File: src/hw/rtl/rfidc_pkg.sv
// Shared constants, types and character mapping functions of the RFID frame checker.
package rfidc_pkg;

   localparam int TAG_CHARS_DEFAULT    = 10;
   localparam int TRAILER_SKIP_DEFAULT = 2;
   localparam int QUEUE_DEPTH          = 2;
   localparam int CSR_IDX_W            = 1;
   localparam int CSR_DATA_W           = 8;
   localparam int CHAR_W               = 8;
   localparam int INDEX_W              = 4;

   localparam logic [CSR_IDX_W-1:0] CSR_START_CODE = 1'b0;
   localparam logic [CSR_IDX_W-1:0] CSR_END_CODE   = 1'b1;

   localparam logic [CHAR_W-1:0] START_CODE_RESET = 8'd2;
   localparam logic [CHAR_W-1:0] END_CODE_RESET   = 8'd3;

   localparam logic [CHAR_W-1:0] DIGIT_LOW    = 8'd48;
   localparam logic [CHAR_W-1:0] DIGIT_HIGH   = 8'd57;
   localparam logic [CHAR_W-1:0] LETTER_SHIFT = 8'd55;
   localparam logic [CHAR_W-1:0] DIGIT_LIMIT  = 8'd10;

   typedef struct packed {
      logic full;
      logic empty;
   } rfidc_q_status_type;

   function automatic logic [CHAR_W-1:0] to_nibble(input logic [CHAR_W-1:0] c);
      if (c >= DIGIT_LOW && c <= DIGIT_HIGH) begin
         return c - DIGIT_LOW;
      end
      return c - LETTER_SHIFT;
   endfunction

   function automatic logic [CHAR_W-1:0] to_ascii(input logic [CHAR_W-1:0] v);
      if (v < DIGIT_LIMIT) begin
         return v + DIGIT_LOW;
      end
      return v + LETTER_SHIFT;
   endfunction

endpackage

File: src/hw/rtl/rfidc_front.sv
// Frame parser: takes received bytes, stores the tag, checks end byte and checksum.
module rfidc_front #(
   parameter int TAG_CHARS    = rfidc_pkg::TAG_CHARS_DEFAULT,
   parameter int TRAILER_SKIP = rfidc_pkg::TRAILER_SKIP_DEFAULT
) (
   input  logic                                          clock,
   input  logic                                          reset,
   input  logic                                          req_valid,
   output logic                                          req_ready,
   input  logic [rfidc_pkg::CHAR_W-1:0]                  req_rx_byte,
   input  logic                                          csr_we,
   input  logic [rfidc_pkg::CSR_IDX_W-1:0]               csr_index,
   input  logic [rfidc_pkg::CSR_DATA_W-1:0]              csr_wdata,
   input  rfidc_pkg::rfidc_q_status_type                 q_status,
   output logic                                          push,
   output logic [TAG_CHARS-1:0][rfidc_pkg::CHAR_W-1:0]   push_data
);
   import rfidc_pkg::*;

   localparam int CHECK_FIRST  = TAG_CHARS + 1;
   localparam int CHECK_SECOND = TAG_CHARS + 2;
   localparam int END_POS      = TAG_CHARS + TRAILER_SKIP + 3;
   localparam int PHASE_W      = $clog2(END_POS + 1);
   localparam int IDX_W        = $clog2(TAG_CHARS);

   logic [CHAR_W-1:0]                start_code_ff;
   logic [CHAR_W-1:0]                end_code_ff;
   logic [PHASE_W-1:0]               phase_ff, phase_in;
   logic [CHAR_W-1:0]                even_xor_ff, even_xor_in;
   logic [CHAR_W-1:0]                odd_xor_ff, odd_xor_in;
   logic [CHAR_W-1:0]                chk0_ff, chk0_in;
   logic [CHAR_W-1:0]                chk1_ff, chk1_in;
   logic [TAG_CHARS-1:0][CHAR_W-1:0] tag_store_ff;
   logic                             store_we;
   logic [IDX_W-1:0]                 tag_idx;
   logic                             accept;
   logic                             at_end;

   assign at_end    = (phase_ff == PHASE_W'(END_POS));
   assign req_ready = !(at_end && q_status.full);
   assign accept    = req_valid && req_ready;
   assign tag_idx   = IDX_W'(phase_ff - PHASE_W'(1));
   assign push_data = tag_store_ff;

   always_comb begin
      phase_in    = phase_ff;
      even_xor_in = even_xor_ff;
      odd_xor_in  = odd_xor_ff;
      chk0_in     = chk0_ff;
      chk1_in     = chk1_ff;
      store_we    = 1'b0;
      push        = 1'b0;
      if (accept) begin
         if (phase_ff == '0) begin
            if (req_rx_byte == start_code_ff) begin
               phase_in    = PHASE_W'(1);
               even_xor_in = '0;
               odd_xor_in  = '0;
            end
         end else if (phase_ff <= PHASE_W'(TAG_CHARS)) begin
            store_we = 1'b1;
            if (!tag_idx[0]) begin
               even_xor_in = even_xor_ff ^ to_nibble(req_rx_byte);
            end else begin
               odd_xor_in = odd_xor_ff ^ to_nibble(req_rx_byte);
            end
            phase_in = phase_ff + PHASE_W'(1);
         end else if (phase_ff == PHASE_W'(CHECK_FIRST)) begin
            chk0_in  = req_rx_byte;
            phase_in = phase_ff + PHASE_W'(1);
         end else if (phase_ff == PHASE_W'(CHECK_SECOND)) begin
            chk1_in  = req_rx_byte;
            phase_in = phase_ff + PHASE_W'(1);
         end else if (at_end) begin
            phase_in = '0;
            push     = (req_rx_byte == end_code_ff) &&
                       (to_ascii(even_xor_ff) == chk0_ff) &&
                       (to_ascii(odd_xor_ff) == chk1_ff);
         end else begin
            phase_in = phase_ff + PHASE_W'(1);
         end
      end
   end

   always_ff @(posedge clock) begin
      if (reset) begin
         start_code_ff <= START_CODE_RESET;
         end_code_ff   <= END_CODE_RESET;
         phase_ff      <= '0;
         even_xor_ff   <= '0;
         odd_xor_ff    <= '0;
      end else begin
         phase_ff    <= phase_in;
         even_xor_ff <= even_xor_in;
         odd_xor_ff  <= odd_xor_in;
         if (csr_we) begin
            case (csr_index)
               CSR_START_CODE: start_code_ff <= csr_wdata;
               CSR_END_CODE:   end_code_ff   <= csr_wdata;
               default: ;
            endcase
         end
      end
   end

   always_ff @(posedge clock) begin
      chk0_ff <= chk0_in;
      chk1_ff <= chk1_in;
      if (store_we) begin
         tag_store_ff[tag_idx] <= req_rx_byte;
      end
   end

endmodule

File: config.mk
export PLATFORM = sky130hd
export DESIGN_NAME = rfidc_front
export DESIGN_NICKNAME = d
export VERILOG_FILES = /design/src/hw/rtl/rfidc_pkg.sv /design/src/hw/rtl/rfidc_front.sv
export SDC_FILE = /design/constraint.sdc
export NUM_CORES = 1
export LEC_CHECK = 0
export BUFFER_PORTS_ARGS = -buffer_cell sky130_fd_sc_hd__buf_2
export CAP_MARGIN = 20
export CORE_ASPECT_RATIO = 1.25
export CORE_MARGIN = 2
export CORE_UTILIZATION = 25
export DETAILED_ROUTE_END_ITERATION = 16
export GPL_TIMING_DRIVEN = 0
export MAX_ROUTING_LAYER = met4
export SYNTH_ARGS = -nofsm -noshare
export SYNTH_HDL_FRONTEND = slang
export SYNTH_SLANG_ARGS = --single-unit
File: constraint.sdc
create_clock -name clock -period 7.45 [get_ports clock]
set_input_delay 1.8625 -clock clock [delete_from_list [all_inputs] [get_ports clock]]
set_output_delay 1.8625 -clock clock [all_outputs]
set_load 0.1 [all_outputs]
==> flow_summary.toml, run 1 <==
[placement]
portBuffers = 102
preCtsSetupSlack_ns = 1.18
post-dp-hpwl_um = 10200
place_area_um2 = 6750
gp_congestion = 0.791

[synth]
ys_seq_area_share_pct = 61.3
postSynthCellCount = 486
ys_ff_latch = 132
syn_area_um2 = 5870
ys.warnings.count = 0
synth_edf_count = 96
synth.distinct_cells = 60
avgSynthCellArea_um2 = 12.1
synth_flop_cell = "edfxtp_1"
syn-num-nets = 527
synth-async-reset-ratio_pct = 0

[cells_and_area]
drive_gt1_share_pct = 24.6
nets = 649
diodes = 0
multiInputGateArea_um2 = 2090
fin_util_pct = 31.7
syn2layout_area_growth_pct = 24.4
fillers = 2286
seqCellArea_um2 = 3600
design_area_um2 = 7310

[drt]
routed-via-count = 4082
wl_met2_um = 7490
drc_errors = 0
avgRoutedWirePerCell_um = 16.1
via_per_inst = 4.49
routed.top_layer = "met4"
drt-total-wl_um = 14600
wirelength_met1_um = 6360
postRouteAntennaNets = 0
dr_wl_met3_um = 462
dr.pass1.iters = 4
first_iter_violations = 192

[critical_path]
end_kind = "primary output"
cp_data_required_time_ns = 5.59
cpPeakStageDelay_ns = 0.50
crit_arrival_ns = 4.41
worstSetupPathType = "primary input to primary output"
start_kind = "primary input"
critPathSlowestCell = "buf_2"
path_cells = "buf_2 -> clkbuf_1 -> xor2_1 -> nor4_1 -> nand4_1 -> nor4_1 -> nand4_1 -> a2111oi_2 -> buf_2"
cp_max_fo = 13

[floorplanning]
row_count = 62
die_h_um = 175
die_area_um2 = 24700
die_w_um = 141
initial_utilization_pct = 25.5
fp.coreArea_um2 = 23000
boundaryPins = 105

[job]
cap_violations = 0

[timing]
rsz0062_at_grt = "false"
worstMarginPinSlew_ns = 0.773
fin_tns_setup_ns = 0
period_minus_slack_ns = 6.27
fmax_mhz = 159
relSlewSlack_pct = 48.5
worst_slack_ns = 1.18
setup_viol = 0
drv_slew = 0
finalHoldViolations = 0
fin_skew_ns = 0.00559
finalCritPeriodShare_pct = 84.2

[clock_tree]
path_clk_slew_ns = 0.06
cts_buffer_depth = 2
numCtsBuffers = 17
clock-sinks = 132
cts_setup_buffers = 0
cts_tree = "built"
cts_hold_buffers = 0
insertion_delay_ns = 0.42
clockRootBuffer = "clkbuf_16"
cts.repair.resized = 0
htreeDepth = 4

[power_and_ir_drop]
ir_drop_v = 0.000153
power.density_nw_per_um2 = 225
p_leak_nw = 2.66

[hold_path]
hp-class = "flip-flop to flip-flop"

[global_routing]
grt_pass1_vias = 3988
track_usage_pct = 12.3
antenna_found_initial = 0
grt_max_degree = 20
grt_pass1_wl_um = 22300
gr-total-overflow = 0

[outcome]
outcome = "finished, final reports clean"
[cell usage in the layout, fill, tap and decap left out, drive strengths merged, types with 3 or more instances in the layout]
| master | n |
|---|---|
| a211oi | 4 |
| a21oi | 18 |
| a31oi | 5 |
| and2 | 9 |
| and3 | 4 |
| buf | 110 |
| clkbuf | 33 |
| clkinv | 7 |
| dfxtp | 36 |
| edfxtp | 96 |
| ha | 18 |
| inv | 23 |
| mux2i | 4 |
| nand2 | 51 |
| nand3 | 10 |
| nand4 | 3 |
| nor2 | 31 |
| nor2b | 4 |
| nor3 | 25 |
| nor3b | 4 |
| nor4 | 5 |
| o211ai | 5 |
| o21ai | 20 |
| o31ai | 7 |
| or3 | 3 |
| or3b | 3 |
| xnor2 | 33 |
| xor2 | 21 |
[metal layers]
metal / track usage (%) / up-vias
met1: 14.3 / 1983
met5: - / -
li1: - / 1990
met2: 20.4 / 90
met4: 5.29 / 0
met3: 2.64 / 19
[area by class of cell]
class	instances	area share, %
Inverter	19	0.976
Clock buffer	18	5.87
Sequential cell	132	49.3
Tap cell	288	4.93
Timing Repair Buffer	103	7.05
Multi-Input combinational cell	313	28.7
Clock inverter	14	1.76
Buffer	22	1.44
[worst paths after layout]
check / start / to / slack, ns / cells past startpoint
setup / recovery: req_rx_byte[2] / push / 1.18 / 9
hold / removal: start_code_ff[7] / start_code_ff[7] / 0.47 / 2
setup reg to reg: phase_ff[0] / even_xor_ff[2] / 4.62 / 8
hold reg to reg: start_code_ff[7] / start_code_ff[7] / 0.47 / 2
[logic make-up (layout without fill, tap and decap cells)]
kind of cell	Yosys count	in the layout	synth area share [%]
flops	132	132	61.3
fa+ha+maj	18	18	3.83
buf+inv	41	176	3.00
xor+xnor	54	54	8.37
compound gates	76	76	8.82
simple gates	159	159	13.6
mux	6	6	1.06
[state kept, by name, indices dropped and copies added (netlist names)]
signal / cells
chk1_ff: 8
push_data: 80
end_code_ff: 8
phase_ff: 4
even_xor_ff: 8
chk0_ff: 8
odd_xor_ff: 8
start_code_ff: 8
[synthesized netlist by cell type (3+ instances only)]
library cell   n  area share (%)
a211oi_1       4            0.51
edfxtp_1      96              49
nor3_1        23             2.0
nor4_1         3            0.32
nand4_1        3            0.32
nand2_1       51             3.3
dfxtp_1       36              12
ha_1          18             3.8
a21oi_1       17             1.4
o21ai_0       15             1.3
nor2_1        31             2.0
o31ai_1        6            0.77
nor2b_1        4            0.43
buf_2          3            0.26
inv_1         19             1.2
o211ai_1       5            0.64
a31oi_1        5            0.53
o21ai_1        4            0.34
and2_1         9            0.96
and3_1         4            0.43
nor3b_1        3            0.38
or3_1          3            0.32
nand3_1       10            0.85
clkbuf_1      15            0.96
mux2i_1        4            0.68
xor2_1        20             3.0
xnor2_1       33             4.9
[power by group]
part / switching, W / internal, W
logic: 0.0000453 / 0.0000203
registers: 0.00000319 / 0.000791
clock network: 0.000324 / 0.000462
[per-stage QoR]
stage	hold WS [ns]	total power, W	instances
floorplan	0.448	0.000845	486
global placement	0.458	0.000876	876
detailed placement	0.459	0.000876	877
CTS	0.467	0.00166	909
global route	0.480	0.00170	909
finish	0.466	0.00165	909
[worst max-delay path, delay by kind of cell]
family | cells | cell delay, ns
buf+inv | 3 | 1.23
simple gates | 4 | 0.95
compound gates | 1 | 0.22
xor+xnor | 1 | 0.13
No activity file was read; power rests on OpenSTA's default activity.
==> inputs of run 2 (changes only) <==
==> constraint.sdc (replaced) <==
create_clock -name clock -period 5.2 [get_ports clock]
set_input_delay 1.3 -clock clock [delete_from_list [all_inputs] [get_ports clock]]
set_output_delay 1.3 -clock clock [all_outputs]
set_load 0.1 [all_outputs]
==> run 2 against run 1 <==
Against the previous run:
- via count stayed put
- count of clock-buffer cells in the layout stayed put
- combinational power is 42% higher
- non-clock buffer count is 3 lower
- critical path depth is 1 lower
- sequential power is 43% higher
- critical endpoint unchanged
- largest power group is now the clock network
- highest routed layer unchanged
==> flow_summary.toml, run 2 (same netlist as run 1, synthesis figures left out) <==
[outcome]
outcome = "finished, final reports clean"

[cells_and_area]
drive_gt1_share_pct = 24.3
design_area_um2 = 7350
fillers = 2312
fin_util_pct = 31.9
layout.cells.most_common_list = "buf_2, edfxtp_1, nand2_1"
instances_no_fill = 906
nets = 646
diodes = 0
layout_commonest_cell = "buf_2"
syn2layout_area_growth_pct = 25.0
largest_reg_flops = 80

[drt]
drt-total-wl_um = 14600
avgRoutedWirePerCell_um = 16.1
drc_errors = 0
via_per_inst = 4.51
postRouteAntennaNets = 0
first_iter_violations = 234
dr.pass1.iters = 4
routed-via-count = 4082

[power_and_ir_drop]
power.density_nw_per_um2 = 330
p_leak_nw = 2.65
ir_drop_v = 0.000224

[placement]
preCtsSetupSlack_ns = 0.00301
portBuffers = 102
place_inst = 877
post-dp-hpwl_um = 10200
place_area_um2 = 6760
gp_congestion = 0.815

[global_routing]
gr-total-overflow = 0
grt_pass1_vias = 4039
track_usage_pct = 12.3
grt_pass1_wl_um = 22400
grt_max_degree = 20
antenna_found_initial = 0

[timing]
finalHoldViolations = 0
fin_tns_setup_ns = 0
setup_viol = 0
relSlewSlack_pct = 47.5
fin_skew_ns = 0.00913
worst_slack_ns = 0.364
finalCritPeriodShare_pct = 93.0
drv_slew = 0
fmax_mhz = 207
rsz0062_at_grt = "false"
period_minus_slack_ns = 4.84
worstMarginPinSlew_ns = 0.786

[clock_tree]
htreeDepth = 4
cts_buffer_depth = 2
clockRootBuffer = "clkbuf_16"
cts_hold_buffers = 0
cts_tree = "built"
numCtsBuffers = 17
insertion_delay_ns = 0.42
clock-sinks = 132
path_clk_slew_ns = 0.06
cts_setup_buffers = 0

[floorplanning]
boundaryPins = 105
die_h_um = 175
die_area_um2 = 24700
row_count = 62
die_w_um = 141
initial_utilization_pct = 25.5
fp.coreArea_um2 = 23000

[critical_path]
end_kind = "primary output"
cpPeakStageDelay_ns = 0.43
critPathSlowestCell = "buf_2"
worstSetupPathType = "primary input to primary output"
crit_arrival_ns = 3.54
cp_max_fo = 20
cp_data_required_time_ns = 3.90
start_kind = "primary input"
path_cells = "buf_2 -> xor2_1 -> nor4_1 -> nand4_1 -> nor4_1 -> nand4_1 -> a2111oi_4 -> buf_4"

[hold_path]
hp-class = "flip-flop to flip-flop"

[job]
cap_violations = 0
## run 2: path summary, 6_finish.rpt
kind | endpoint | depth (start not counted) | start | slack [ns]
max | push | 8 | req_rx_byte[2] | 0.36
min | start_code_ff[7] | 2 | start_code_ff[7] | 0.46
max reg2reg | even_xor_ff[2] | 7 | phase_ff[0] | 2.37
min reg2reg | start_code_ff[7] | 2 | start_code_ff[7] | 0.46
## run 2: final cells by class
type	instances	area (µm²)	area share, %
clock inverters	14	163	2.21
inverters	19	71.3	0.971
repair buffers	103	518	7.05
flip-flops and latches	132	3600	49.1
clock buffers	18	429	5.84
well taps	288	360	4.91
plain buffers	19	93.8	1.28
multi-input cells	313	2110	28.7
## run 2: power breakdown
| part | total, W | internal, W | leakage, nW | switching (W) |
|---|---|---|---|---|
| clock network | 0.00119 | 0.000748 | 0.263 | 0.000442 |
| logic | 0.0000931 | 0.0000286 | 1.23 | 0.0000645 |
| registers | 0.00114 | 0.00113 | 1.15 | 0.00000436 |
## run 2: critical path: cells and delay by family
family / cells / cell delay (ns)
and+or+nand+nor: 4 / 1.10
buffers and inverters: 2 / 0.77
AOI/OAI and AO/OA: 1 / 0.22
xor gates and xnor gates: 1 / 0.12
## run 2: what timing repair did
action | 4_1_cts | 5_1_grt
pin swaps | 0 | 0
cloned | 0 | 0
resized for setup | 1 | 0
setup endpoints to repair | 1 | 1
## run 2: metal layers
layer | track usage, % | wire (µm) | part of all wire, %
met1 | 14.5 | 6190 | 42
met3 | 2.37 | 536 | 3.7
met2 | 20.6 | 7500 | 51
met5 | - | 0 | 0
met4 | 4.67 | 342 | 2.3
## run 2: through the flow
step	hold slack (ns)	power, W
finish	0.465	0.00242
global route	0.491	0.00250
floorplan	0.448	0.00121
CTS	0.469	0.00245
global placement	0.458	0.00125
detailed placement	0.461	0.00126
==> inputs of run 3 (changes only) <==
--- a/config.mk
+++ b/config.mk
@@ -13,6 +13,8 @@
 export DETAILED_ROUTE_END_ITERATION = 16
 export GPL_TIMING_DRIVEN = 0
 export MAX_ROUTING_LAYER = met4
+export REMOVE_ABC_BUFFERS = 1
+export SKIP_LAST_GASP = 1
 export SYNTH_ARGS = -nofsm -noshare
 export SYNTH_HDL_FRONTEND = slang
 export SYNTH_SLANG_ARGS = --single-unit
==> run 3 against run 2 <==
Against the previous run:
- sequential power about the same
- flip-flop and latch count unchanged
- non-clock buffer count decreased by 17
- global-route usage decreased by 0.15 points
- worst hold slack improved by 0.0014 ns
- clock power increased by 3%
- count of clock-buffer cells in the layout unchanged
- power increased by 1.5%
- maximum frequency decreased by 5.0%
- setup slack got worse by 0.25 ns
- critical path depth unchanged
- final cell count decreased by 1.9%
- critical path type unchanged
- largest cell class unchanged
- highest routed layer unchanged
==> flow_summary.toml, run 3 (same netlist as run 1, synthesis figures left out) <==
[power_and_ir_drop]
power.density_nw_per_um2 = 338
finalPower_w = 0.00246
ir_drop_v = 0.000232
p_leak_nw = 2.63

[timing]
setup_viol = 0
period_minus_slack_ns = 5.09
finalHoldViolations = 0
fin_tns_setup_ns = 0
rsz0062_at_grt = "false"
finalCritPeriodShare_pct = 97.9
fmax_mhz = 196
worst_slack_ns = 0.109
fin_skew_ns = 0.00682
relSlewSlack_pct = 45.6
worstMarginPinSlew_ns = 0.813
drv_slew = 0

[clock_tree]
path_clk_slew_ns = 0.06
cts_tree = "built"
htreeDepth = 4
clock-sinks = 132
clockRootBuffer = "clkbuf_16"
cts_buffer_depth = 2
numCtsBuffers = 17
insertion_delay_ns = 0.41
cts_setup_buffers = 0

[floorplanning]
die_w_um = 141
row_count = 62
initial_utilization_pct = 25.5
fp.coreArea_um2 = 23000
die_h_um = 175
die_area_um2 = 24700
boundaryPins = 105

[cells_and_area]
instances_no_fill = 889
fillers = 2310
design_area_um2 = 7270
diodes = 0
multiInputGateArea_um2 = 2090
syn2layout_area_growth_pct = 23.8
seqCellArea_um2 = 3600
drive_gt1_share_pct = 24.8
largest_reg_flops = 80
layout.cells.most_common_list = "buf_2, edfxtp_1, nand2_1"
nets = 629
layout_commonest_cell = "buf_2"

[critical_path]
start_kind = "primary input"
path_cells = "buf_2 -> xor2_1 -> nor4_1 -> nand4_1 -> nor4_1 -> nand4_1 -> a2111oi_2 -> clkbuf_4"
cp_data_required_time_ns = 3.90
reg2regPathDepth = 8
critPathSlowestCell = "nor4_1"
rr_endpoint = "even_xor_ff[1]"
r2r_setup_slack_ns = 2.45
crit_start = "req_rx_byte[6]"
critical_path.endpoint = "push"
cp_max_fo = 20
crit_arrival_ns = 3.79
cpPeakStageDelay_ns = 0.45
end_kind = "primary output"
worstSetupPathType = "primary input to primary output"
r2r-start = "phase_ff[0]"

[global_routing]
gr-total-overflow = 0
grt_max_degree = 21
grt_pass1_wl_um = 22100
track_usage_pct = 12.1
antenna_found_initial = 0
grt_pass1_vias = 3971

[drt]
drc_errors = 0
via_per_inst = 4.49
drt-total-wl_um = 14200
first_iter_violations = 302
avgRoutedWirePerCell_um = 16.0
routed-via-count = 3993
postRouteAntennaNets = 0
dr.pass1.iters = 4

[placement]
portBuffers = 103
place_area_um2 = 6650
place_inst = 856
post-dp-hpwl_um = 9680
gp_congestion = 0.765
preCtsSetupSlack_ns = 0.0360

[job]
cap_violations = 0

[hold_path]
hp-class = "flip-flop to flip-flop"

[outcome]
outcome = "finished, final reports clean"
## run 3: cell count changes in the layout (fill, tap and decap cells not counted), sizes merged
| cell | change |
|---|---|
| buf | -8 |
| clkbuf | -9 |
| clkinv | -1 |
| clkinvlp | -3 |
| inv | +4 |
## run 3: how the worst min path moves through the flow
stage	startpoint	to	slack (ns)	cells past startpoint
floorplan	end_code_ff[2]	end_code_ff[2]	0.44	2
global placement	start_code_ff[0]	start_code_ff[0]	0.46	2
detailed placement	start_code_ff[0]	start_code_ff[0]	0.46	2
CTS	start_code_ff[0]	start_code_ff[0]	0.47	2
global route	end_code_ff[2]	end_code_ff[2]	0.49	2
finish	start_code_ff[0]	start_code_ff[0]	0.47	2
## run 3: critical path: cells and delay by family
family | cells | cell delay [ns]
AOI/OAI and AO/OA | 1 | 0.39
and+or+nand+nor | 4 | 1.10
buffers and inverters | 2 | 0.88
xor gates and xnor gates | 1 | 0.12
## run 3: stage by stage
| stage | util (%) | hold WS, ns |
|---|---|---|
| final | 31.6 | 0.466 |
| after detailed placement | 28.9 | 0.459 |
| after floorplan | - | 0.442 |
| after global placement | 28.8 | 0.456 |
| after CTS | 31.5 | 0.466 |
| after global routing | 31.6 | 0.491 |
## run 3: layout make-up
| cell class | count | area share, % |
|---|---|---|
| sequential | 132 | 49.5 |
| multi-input combinational | 313 | 28.8 |
| timing repair buffer | 105 | 7.40 |
| clock buffer | 18 | 5.90 |
| tap | 288 | 4.95 |
| clock inverter | 14 | 2.44 |
| inverter | 19 | 0.980 |
## run 3: what timing repair did
action / in CTS / in global routing
endpoints found under the hold margin: 0 / 0
resized for setup: 0 / 3
endpoints found under the setup margin: 0 / 1
hold buffers: 0 / 0
## run 3: report_power, final
part | internal, W | switching [W] | total (W)
Combinational | 0.0000280 | 0.0000637 | 0.0000917
Clock | 0.000760 | 0.000467 | 0.00123
Sequential | 0.00113 | 0.00000493 | 0.00114
Total | 0.00192 | 0.000536 | 0.00246
## run 3: routing by layer
layer | global-route usage, % | vias to the layer above | routed length, µm | part of all wire [%]
met2 | 19.7 | 111 | 7210 | 51
met3 | 2.81 | 16 | 552 | 3.9
met5 | - | - | 0 | 0
li1 | - | 1949 | - | -
met4 | 4.50 | 0 | 270 | 1.9
met1 | 14.7 | 1917 | 6220 | 44
